===== config.mk =====
export PLATFORM = sky130hd
export DESIGN_NAME = ring_neighbour_resource_arbiter_top
export DESIGN_NICKNAME = d
export VERILOG_FILES = /design/src/rtl/rnra_pkg.sv /design/src/rtl/rnra_addsub.sv /design/src/rtl/ring_neighbour_resource_arbiter_top.sv
export SDC_FILE = /design/constraint.sdc
export NUM_CORES = 1
export LEC_CHECK = 0
export ABC_AREA = 1
export BUFFER_PORTS_ARGS = -buffer_cell sky130_fd_sc_hd__buf_2
export CORE_MARGIN = 2
export CORE_UTILIZATION = 60
export CTS_BUF_LIST = sky130_fd_sc_hd__clkbuf_8
export DETAILED_ROUTE_END_ITERATION = 6
export PLACE_DENSITY_LB_ADDON = 0.15
export RECOVER_POWER = 50
export SLEW_MARGIN = 0
export SYNTH_ARGS = -nofsm -noshare
export SYNTH_HDL_FRONTEND = slang
export SYNTH_SLANG_ARGS = --single-unit
export TNS_END_PERCENT = 20

===== constraint.sdc =====
create_clock -name clock -period 6.8 [get_ports clock]
set_input_delay 0.68 -clock clock [delete_from_list [all_inputs] [get_ports clock]]
set_output_delay 0.68 -clock clock [all_outputs]
set_load 0.05 [all_outputs]

===== src/rtl/rnra_pkg.sv =====
// Package for the ring neighbor resource arbiter.
// Holds the request/response payload types, mode codes and shared-unit opcodes.
// No dependencies.
package rnra_pkg;

   // Request modes
   localparam logic [1:0] MODE_TICK    = 2'd0;
   localparam logic [1:0] MODE_REQUEST = 2'd1;
   localparam logic [1:0] MODE_RELEASE = 2'd2;

   // Fixed field widths
   localparam int SEAT_W  = 3;
   localparam int TICK_W  = 32;
   localparam int MEAL_W  = 16;

   typedef enum logic [0:0] {
      ALU_ADD = 1'b0,
      ALU_SUB = 1'b1
   } alu_op_type;

   typedef struct packed {
      logic [1:0]        mode;
      logic [SEAT_W-1:0] seat;
   } req_type;

   typedef struct packed {
      logic [SEAT_W-1:0] granted_seat;
      logic [TICK_W-1:0] wait_ticks;
      logic [MEAL_W-1:0] meal_count;
      logic [TICK_W-1:0] total_wait;
      logic              last;
   } rsp_type;

endpackage


===== src/rtl/rnra_addsub.sv =====
// Shared 32-bit add/subtract unit of the ring neighbor resource arbiter.
// Depends on rnra_pkg for the opcode type and widths.
module rnra_addsub (
   input  rnra_pkg::alu_op_type          op,
   input  logic [rnra_pkg::TICK_W-1:0]   a,
   input  logic [rnra_pkg::TICK_W-1:0]   b,
   output logic [rnra_pkg::TICK_W-1:0]   result,
   output logic                          carry
);

   logic                          sub;
   logic [rnra_pkg::TICK_W-1:0]   b_eff;
   logic [rnra_pkg::TICK_W:0]     full;

   assign sub    = (op == rnra_pkg::ALU_SUB);
   assign b_eff  = b ^ {rnra_pkg::TICK_W{sub}};
   assign full   = {1'b0, a} + {1'b0, b_eff} + {{rnra_pkg::TICK_W{1'b0}}, sub};
   assign result = full[rnra_pkg::TICK_W-1:0];
   assign carry  = full[rnra_pkg::TICK_W];

endmodule


===== src/rtl/ring_neighbour_resource_arbiter_top.sv =====
// Top level of the ring neighbor resource arbiter: sequencer, seat stores, output register.
// Depends on rnra_pkg and rnra_addsub.
//
// SEATS clients sit in a ring; each shares one resource with each neighbor. A request
// (mode 1) makes a seat hungry, stamps it with the current tick count and grants it at
// once if neither neighbor eats. A release (mode 2) returns the seat to thinking and then
// re-tests the left neighbor, then the right one, so it can cause up to two grants. A tick
// (mode 0) advances the 32-bit tick counter; mode 3 and seats at or above SEATS are
// dropped without a response. Each grant returns one response with the seat, its wait in
// ticks, its saturating meal count and its saturating total wait; last marks the final
// grant of a request. Every response is built by one shared 32-bit add/subtract
// unit that first forms the wait (tick minus stamp) and then the saturating total, so a
// grant passes through the sequencer steps test, subtract and accumulate.
// req_ready is high only while the sequencer is idle. A finished response sits in an
// output register, so the block takes the next request while it waits.
module ring_neighbour_resource_arbiter_top #(
   parameter int SEATS = 5
) (
   input  logic              clock,
   input  logic              reset,
   input  logic              req_valid,
   output logic              req_ready,
   input  rnra_pkg::req_type req_data,
   output logic              rsp_valid,
   input  logic              rsp_ready,
   output rnra_pkg::rsp_type rsp_data
);

   localparam int IW = $clog2(SEATS);

   typedef enum logic [4:0] {
      ST_IDLE  = 5'b00001,
      ST_TEST  = 5'b00010,
      ST_CALC  = 5'b00100,
      ST_SUM   = 5'b01000,
      ST_FLUSH = 5'b10000
   } state_type;

   // Sequencer and datapath registers
   state_type                            state_ff, state_in;
   logic [rnra_pkg::TICK_W-1:0]          tick_ff, tick_in;
   logic [IW-1:0]                        cand_ff, cand_in;
   logic [IW-1:0]                        cand2_ff, cand2_in;
   logic                                 pend2_ff, pend2_in;
   logic [rnra_pkg::TICK_W-1:0]          wait_ff, wait_in;
   rnra_pkg::rsp_type                    hold_ff, hold_in;
   logic                                 hold_valid_ff, hold_valid_in;
   logic                                 rsp_valid_ff, rsp_valid_in;
   rnra_pkg::rsp_type                    rsp_data_ff, rsp_data_in;

   // Seat status: hungry and eating flags, thinking when both are low
   logic [SEATS-1:0]                     hungry_ff, hungry_in;
   logic [SEATS-1:0]                     eating_ff, eating_in;

   // Per-seat stores
   logic [rnra_pkg::TICK_W-1:0]          stamp_ff [SEATS];
   logic [rnra_pkg::MEAL_W-1:0]          meals_ff [SEATS];
   logic [rnra_pkg::TICK_W-1:0]          wsum_ff  [SEATS];

   logic                                 stamp_we;
   logic                                 acc_we;
   logic [IW-1:0]                        req_idx;
   logic [IW-1:0]                        req_left;
   logic [IW-1:0]                        req_right;
   logic                                 seat_ok;
   logic                                 req_fire;
   logic                                 slot_free;
   logic [SEATS-1:0]                     can_grant;

   rnra_pkg::alu_op_type                 alu_op;
   logic [rnra_pkg::TICK_W-1:0]          alu_a;
   logic [rnra_pkg::TICK_W-1:0]          alu_b;
   logic [rnra_pkg::TICK_W-1:0]          alu_sum;
   logic                                 alu_carry;
   logic [rnra_pkg::TICK_W-1:0]          total_new;
   logic [rnra_pkg::MEAL_W-1:0]          meals_new;

   // A seat may eat when it is hungry and neither neighbor eats
   for (genvar i = 0; i < SEATS; i++) begin : g_seat
      localparam int L = (i + SEATS - 1) % SEATS;
      localparam int R = (i + 1) % SEATS;
      assign can_grant[i] = hungry_ff[i] & ~eating_ff[L] & ~eating_ff[R];
   end

   assign req_ready = (state_ff == ST_IDLE);
   assign req_fire  = req_valid & req_ready;
   assign seat_ok   = ({2'b00, req_data.seat} < 5'(SEATS));
   assign req_idx   = IW'(req_data.seat);
   assign req_left  = (req_idx == '0) ? IW'(SEATS - 1) : req_idx - IW'(1);
   assign req_right = (req_idx == IW'(SEATS - 1)) ? '0 : req_idx + IW'(1);
   assign slot_free = ~rsp_valid_ff | rsp_ready;

   // Shared unit: subtract for the wait, add for the running total
   assign alu_op = (state_ff == ST_SUM) ? rnra_pkg::ALU_ADD : rnra_pkg::ALU_SUB;
   assign alu_a  = (state_ff == ST_SUM) ? wsum_ff[cand_ff] : tick_ff;
   assign alu_b  = (state_ff == ST_SUM) ? wait_ff : stamp_ff[cand_ff];

   rnra_addsub u_addsub (
      .op     (alu_op),
      .a      (alu_a),
      .b      (alu_b),
      .result (alu_sum),
      .carry  (alu_carry)
   );

   // Saturate the total on carry out and hold the meal count at its maximum
   assign total_new = alu_carry ? '1 : alu_sum;
   assign meals_new = (&meals_ff[cand_ff]) ? meals_ff[cand_ff]
                                           : meals_ff[cand_ff] + rnra_pkg::MEAL_W'(1);

   always_comb begin
      state_in      = state_ff;
      tick_in       = tick_ff;
      cand_in       = cand_ff;
      cand2_in      = cand2_ff;
      pend2_in      = pend2_ff;
      wait_in       = wait_ff;
      hold_in       = hold_ff;
      hold_valid_in = hold_valid_ff;
      rsp_valid_in  = rsp_valid_ff & ~rsp_ready;
      rsp_data_in   = rsp_data_ff;
      hungry_in     = hungry_ff;
      eating_in     = eating_ff;
      stamp_we      = 1'b0;
      acc_we        = 1'b0;

      case (state_ff)
         ST_IDLE: begin
            if (req_fire) begin
               case (req_data.mode)
                  rnra_pkg::MODE_TICK: begin
                     tick_in = tick_ff + rnra_pkg::TICK_W'(1);
                  end
                  rnra_pkg::MODE_REQUEST: begin
                     if (seat_ok) begin
                        hungry_in[req_idx] = 1'b1;
                        eating_in[req_idx] = 1'b0;
                        stamp_we           = 1'b1;
                        cand_in            = req_idx;
                        pend2_in           = 1'b0;
                        state_in           = ST_TEST;
                     end
                  end
                  rnra_pkg::MODE_RELEASE: begin
                     if (seat_ok) begin
                        hungry_in[req_idx] = 1'b0;
                        eating_in[req_idx] = 1'b0;
                        cand_in            = req_left;
                        cand2_in           = req_right;
                        pend2_in           = 1'b1;
                        state_in           = ST_TEST;
                     end
                  end
                  default: begin
                  end
               endcase
            end
         end
         ST_TEST: begin
            if (can_grant[cand_ff]) begin
               // An earlier grant of this request goes out first, not marked last
               if (!hold_valid_ff || slot_free) begin
                  if (hold_valid_ff) begin
                     rsp_data_in   = hold_ff;
                     rsp_valid_in  = 1'b1;
                     hold_valid_in = 1'b0;
                  end
                  eating_in[cand_ff] = 1'b1;
                  hungry_in[cand_ff] = 1'b0;
                  state_in           = ST_CALC;
               end
            end else if (pend2_ff) begin
               cand_in  = cand2_ff;
               pend2_in = 1'b0;
            end else begin
               state_in = ST_FLUSH;
            end
         end
         ST_CALC: begin
            wait_in  = alu_sum;
            state_in = ST_SUM;
         end
         ST_SUM: begin
            acc_we                = 1'b1;
            hold_in.granted_seat  = rnra_pkg::SEAT_W'(cand_ff);
            hold_in.wait_ticks    = wait_ff;
            hold_in.meal_count    = meals_new;
            hold_in.total_wait    = total_new;
            hold_in.last          = 1'b0;
            hold_valid_in         = 1'b1;
            if (pend2_ff) begin
               cand_in  = cand2_ff;
               pend2_in = 1'b0;
               state_in = ST_TEST;
            end else begin
               state_in = ST_FLUSH;
            end
         end
         ST_FLUSH: begin
            if (!hold_valid_ff) begin
               state_in = ST_IDLE;
            end else if (slot_free) begin
               rsp_data_in      = hold_ff;
               rsp_data_in.last = 1'b1;
               rsp_valid_in     = 1'b1;
               hold_valid_in    = 1'b0;
               state_in         = ST_IDLE;
            end
         end
         default: begin
            state_in = ST_IDLE;
         end
      endcase
   end

   always_ff @(posedge clock) begin
      if (reset) begin
         state_ff      <= ST_IDLE;
         tick_ff       <= '0;
         pend2_ff      <= 1'b0;
         hold_valid_ff <= 1'b0;
         rsp_valid_ff  <= 1'b0;
         hungry_ff     <= '0;
         eating_ff     <= '0;
      end else begin
         state_ff      <= state_in;
         tick_ff       <= tick_in;
         pend2_ff      <= pend2_in;
         hold_valid_ff <= hold_valid_in;
         rsp_valid_ff  <= rsp_valid_in;
         hungry_ff     <= hungry_in;
         eating_ff     <= eating_in;
      end
   end

   // Payload registers, no reset
   always_ff @(posedge clock) begin
      cand_ff     <= cand_in;
      cand2_ff    <= cand2_in;
      wait_ff     <= wait_in;
      hold_ff     <= hold_in;
      rsp_data_ff <= rsp_data_in;
   end

   // Request stamps are only read after a request has written them
   always_ff @(posedge clock) begin
      if (stamp_we) begin
         stamp_ff[req_idx] <= tick_ff;
      end
   end

   always_ff @(posedge clock) begin
      if (reset) begin
         meals_ff <= '{default: '0};
         wsum_ff  <= '{default: '0};
      end else if (acc_we) begin
         meals_ff[cand_ff] <= meals_new;
         wsum_ff[cand_ff]  <= total_new;
      end
   end

   assign rsp_valid = rsp_valid_ff;
   assign rsp_data  = rsp_data_ff;

endmodule


==> qor.yml <==
clocking:
  cts_made_buffers: 104
  root_buffer: "clkbuf_8"
  clkSlewWorstSetupHoldPaths_ns: 0.06
  ctsResizeCount: 0
  clk_latency_ns: 0.71
  cts_tree: "built"
  clk_path_buf_depth: 3
  cts_hold_buffers: 0
  htree_num_levels: 3
  post_cts_buffers: 0
  cts.sinks: 658
finish:
  multi_input_area_um2: 9826
  final_nets: 3230
  final_cell_mix: "inv_1 (469), nor2_1 (409), edfxtp_1 (365)"
  final_util: 0.6656
  layout-drive-gt1-share: 0.08527
  antenna_cells: 0
  nFillCells: 3911
  syn2layout_area_growth_pct: 9.515
  final-seq-area_um2: 16830
  final_common_cell: "inv_1"
floorplan:
  pin_count: 95
  die_h_um: 223.7
  core_um2: 47650
  rows: 80
  die_area_um2: 50040
  floorplan.initialDensity: 0.6077
  fp.dieW_um: 223.7
synthesis:
  syn_area_per_cell_um2: 9.356
  synth_edf_count: 365
  ys_seq_elements: 658
  ys_types: 64
  synth_fp_nets: 3145
  syn_area_um2: 28960
  synth_flop_cell: "edfxtp_1"
  ys.warnings.count: 0
  ys_seq_area_frac: 0.5811
  synth_cells: 3095
  synth-async-reset-ratio: 0
sta:
  slew-limit-headroom: -1.844
  worstMarginPinSlew_ns: 4.265
  finalHoldViolCount: 0
  finalWorstSetupSlack_ns: 1.144
  skew_ns: 0.03607
  finalSetupViolCount: 0
  fin_crit_sh: 0.8318
  tns_ns: 0
  drv_slew: 382
  period_needed_ns: 5.656
  rsz0062_at_grt: "no"
  fmaxAchievable_ghz: 0.1768
global_routing:
  grt_max_degree: 86
  antenna_found_initial: 0
  grt_pass1_wl_um: 125500
  overflow: 0
  track_usage: 0.3271
  grt_pass1_vias: 22160
detailed_routing:
  initialDrtViolationCount: 2391
  via_per_inst: 5.924
  vias: 23030
  wl_um: 81610
  ant_nets: 0
  drc: 0
  wire_per_inst_um: 20.99
  drt_first_pass_iters: 6
flow_run:
  drv_cap: 9
outcome:
  status: "finished with violations"
  violations: "capacitance limit, slew limit"
placement:
  place.gp.congestion: 0.9480
  hpwl_um: 54060
  port_buffers: 94
  pre_cts_ws_ns: 1.366
setup_path:
  critical_path_arrival_ns: 6.24
  critPathCaptureType: "flip-flop"
  crit_fanout: 85
  startpoint_type: "input pin"
  critPathKind: "input pin to flip-flop"
  required_ns: 7.38
min_path:
  hold_path_class: "input pin to flip-flop"
pwr:
  p_per_area_nw_per_um2: 326.7
  peakVddDrop_mv: 0.2227
  leakage_nw: 13.13
[worst paths after layout]
kind,cells after the start,endpoint,slack [ns],startpoint
setup / recovery,5,meals_ff[17],1.14,reset
hold / removal,4,rsp_valid,0.32,rsp_ready
setup reg to reg,16,wsum_ff[15],1.17,cand_ff[1]
hold reg to reg,0,rsp_data[65],0.42,hold_ff[65]
[state kept, by name, summed over array words and instances, names as in the netlist, named ones only]
register,cells
state_ff,5
meals_ff,80
hold_ff,83
wsum_ff,160
hold_valid_ff,1
tick_ff,32
rsp_data,84
cand2_ff,3
pend2_ff,1
cand_ff,3
wait_ff,32
rsp_valid,1
eating_ff,5
stamp_ff,160
[metrics by stage]
stage	hold WS, ns	cells	total power, W	cell area (µm²)
after global routing	0.3260	3887	0.01078	31710
after CTS	0.2755	3887	0.01033	31890
after floorplan	0.4003	3095	0.006210	28960
after detailed placement	0.4045	3689	0.007192	29910
after global placement	0.4005	3689	0.007152	29910
final	0.3209	3887	0.01036	31710
[synthesized netlist by cell type, types with 3 or more instances]
cell / count / area [µm²]
a211oi_1: 17 / 127.6
a211oi_2: 10 / 125.1
a21o_1: 8 / 60.06
a21oi_1: 266 / 1331
a221oi_1: 34 / 297.8
a22o_1: 36 / 315.3
a22oi_1: 29 / 217.7
buf_1: 10 / 37.54
buf_2: 14 / 70.07
buf_4: 3 / 22.52
buf_6: 6 / 67.56
clkbuf_1: 119 / 446.7
dfxtp_1: 293 / 5866
edfxtp_1: 365 / 10960
ha_1: 40 / 500.5
inv_1: 433 / 1625
inv_2: 15 / 56.30
nand2_1: 320 / 1201
nand2_2: 11 / 68.82
nand3_1: 59 / 295.3
nand3_2: 17 / 170.2
nand3_4: 8 / 140.1
nand3b_1: 4 / 30.03
nand4_1: 46 / 287.8
nand4_2: 3 / 37.54
nor2_1: 418 / 1569
nor2_2: 5 / 31.28
nor2_4: 3 / 33.78
nor3_1: 36 / 180.2
nor3_2: 3 / 30.03
nor3b_1: 3 / 22.52
nor4_1: 7 / 43.79
o21a_1: 8 / 60.06
o21ai_0: 273 / 1366
o21ai_1: 34 / 170.2
o21ai_2: 7 / 61.31
o22ai_1: 71 / 444.2
or2_1: 3 / 18.77
or2_2: 3 / 18.77
xnor2_1: 10 / 87.58
xor2_1: 13 / 113.9
[layout make-up]
cell class                 instances  area share
sequential                       658      0.5306
multi-input combinational       1835      0.3098
inverter                         449     0.05315
clock buffer                     113     0.04904
tap                              615     0.02427
timing repair buffer             132     0.01985
clock inverter                    85     0.01322
[kinds of logic after synthesis]
| family | count (synthesis) | share of synthesized area |
|---|---|---|
| AND/OR/NAND/NOR | 955 | 0.1469 |
| AO/OA/AOI/OAI | 814 | 0.1651 |
| flip-flops | 658 | 0.5811 |
| buffers and inverters | 602 | 0.08115 |
| adder cells (fa/ha/maj) | 41 | 0.01798 |
| XOR/XNOR | 24 | 0.007519 |
| multiplexers | 1 | 0.0003457 |
[critical path: stages]
cell	delay (ns)
clkbuf_1	1.78
clkbuf_1	3.10
nor2_1	0.30
o21ai_2	0.21
inv_1	0.06
[per-layer routing]
metal	vias to the layer above	part of all wire	global-route usage	wire, µm
met5	-	0	0	0
met4	0	0.023	0.1028	1894
met3	144	0.088	0.05719	7158
met2	1094	0.44	0.5052	36220
met1	11030	0.45	0.4736	36330
li1	10750	-	-	-
[report_power, final]
part | switching [W] | internal, W | total, W
combinational | 0.00214 | 0.000678 | 0.00282
clock | 0.00157 | 0.00161 | 0.00318
sequential | 0.0000528 | 0.00431 | 0.00436
total | 0.00376 | 0.00660 | 0.0104
Note: power is estimated with default switching activity, not from simulation.
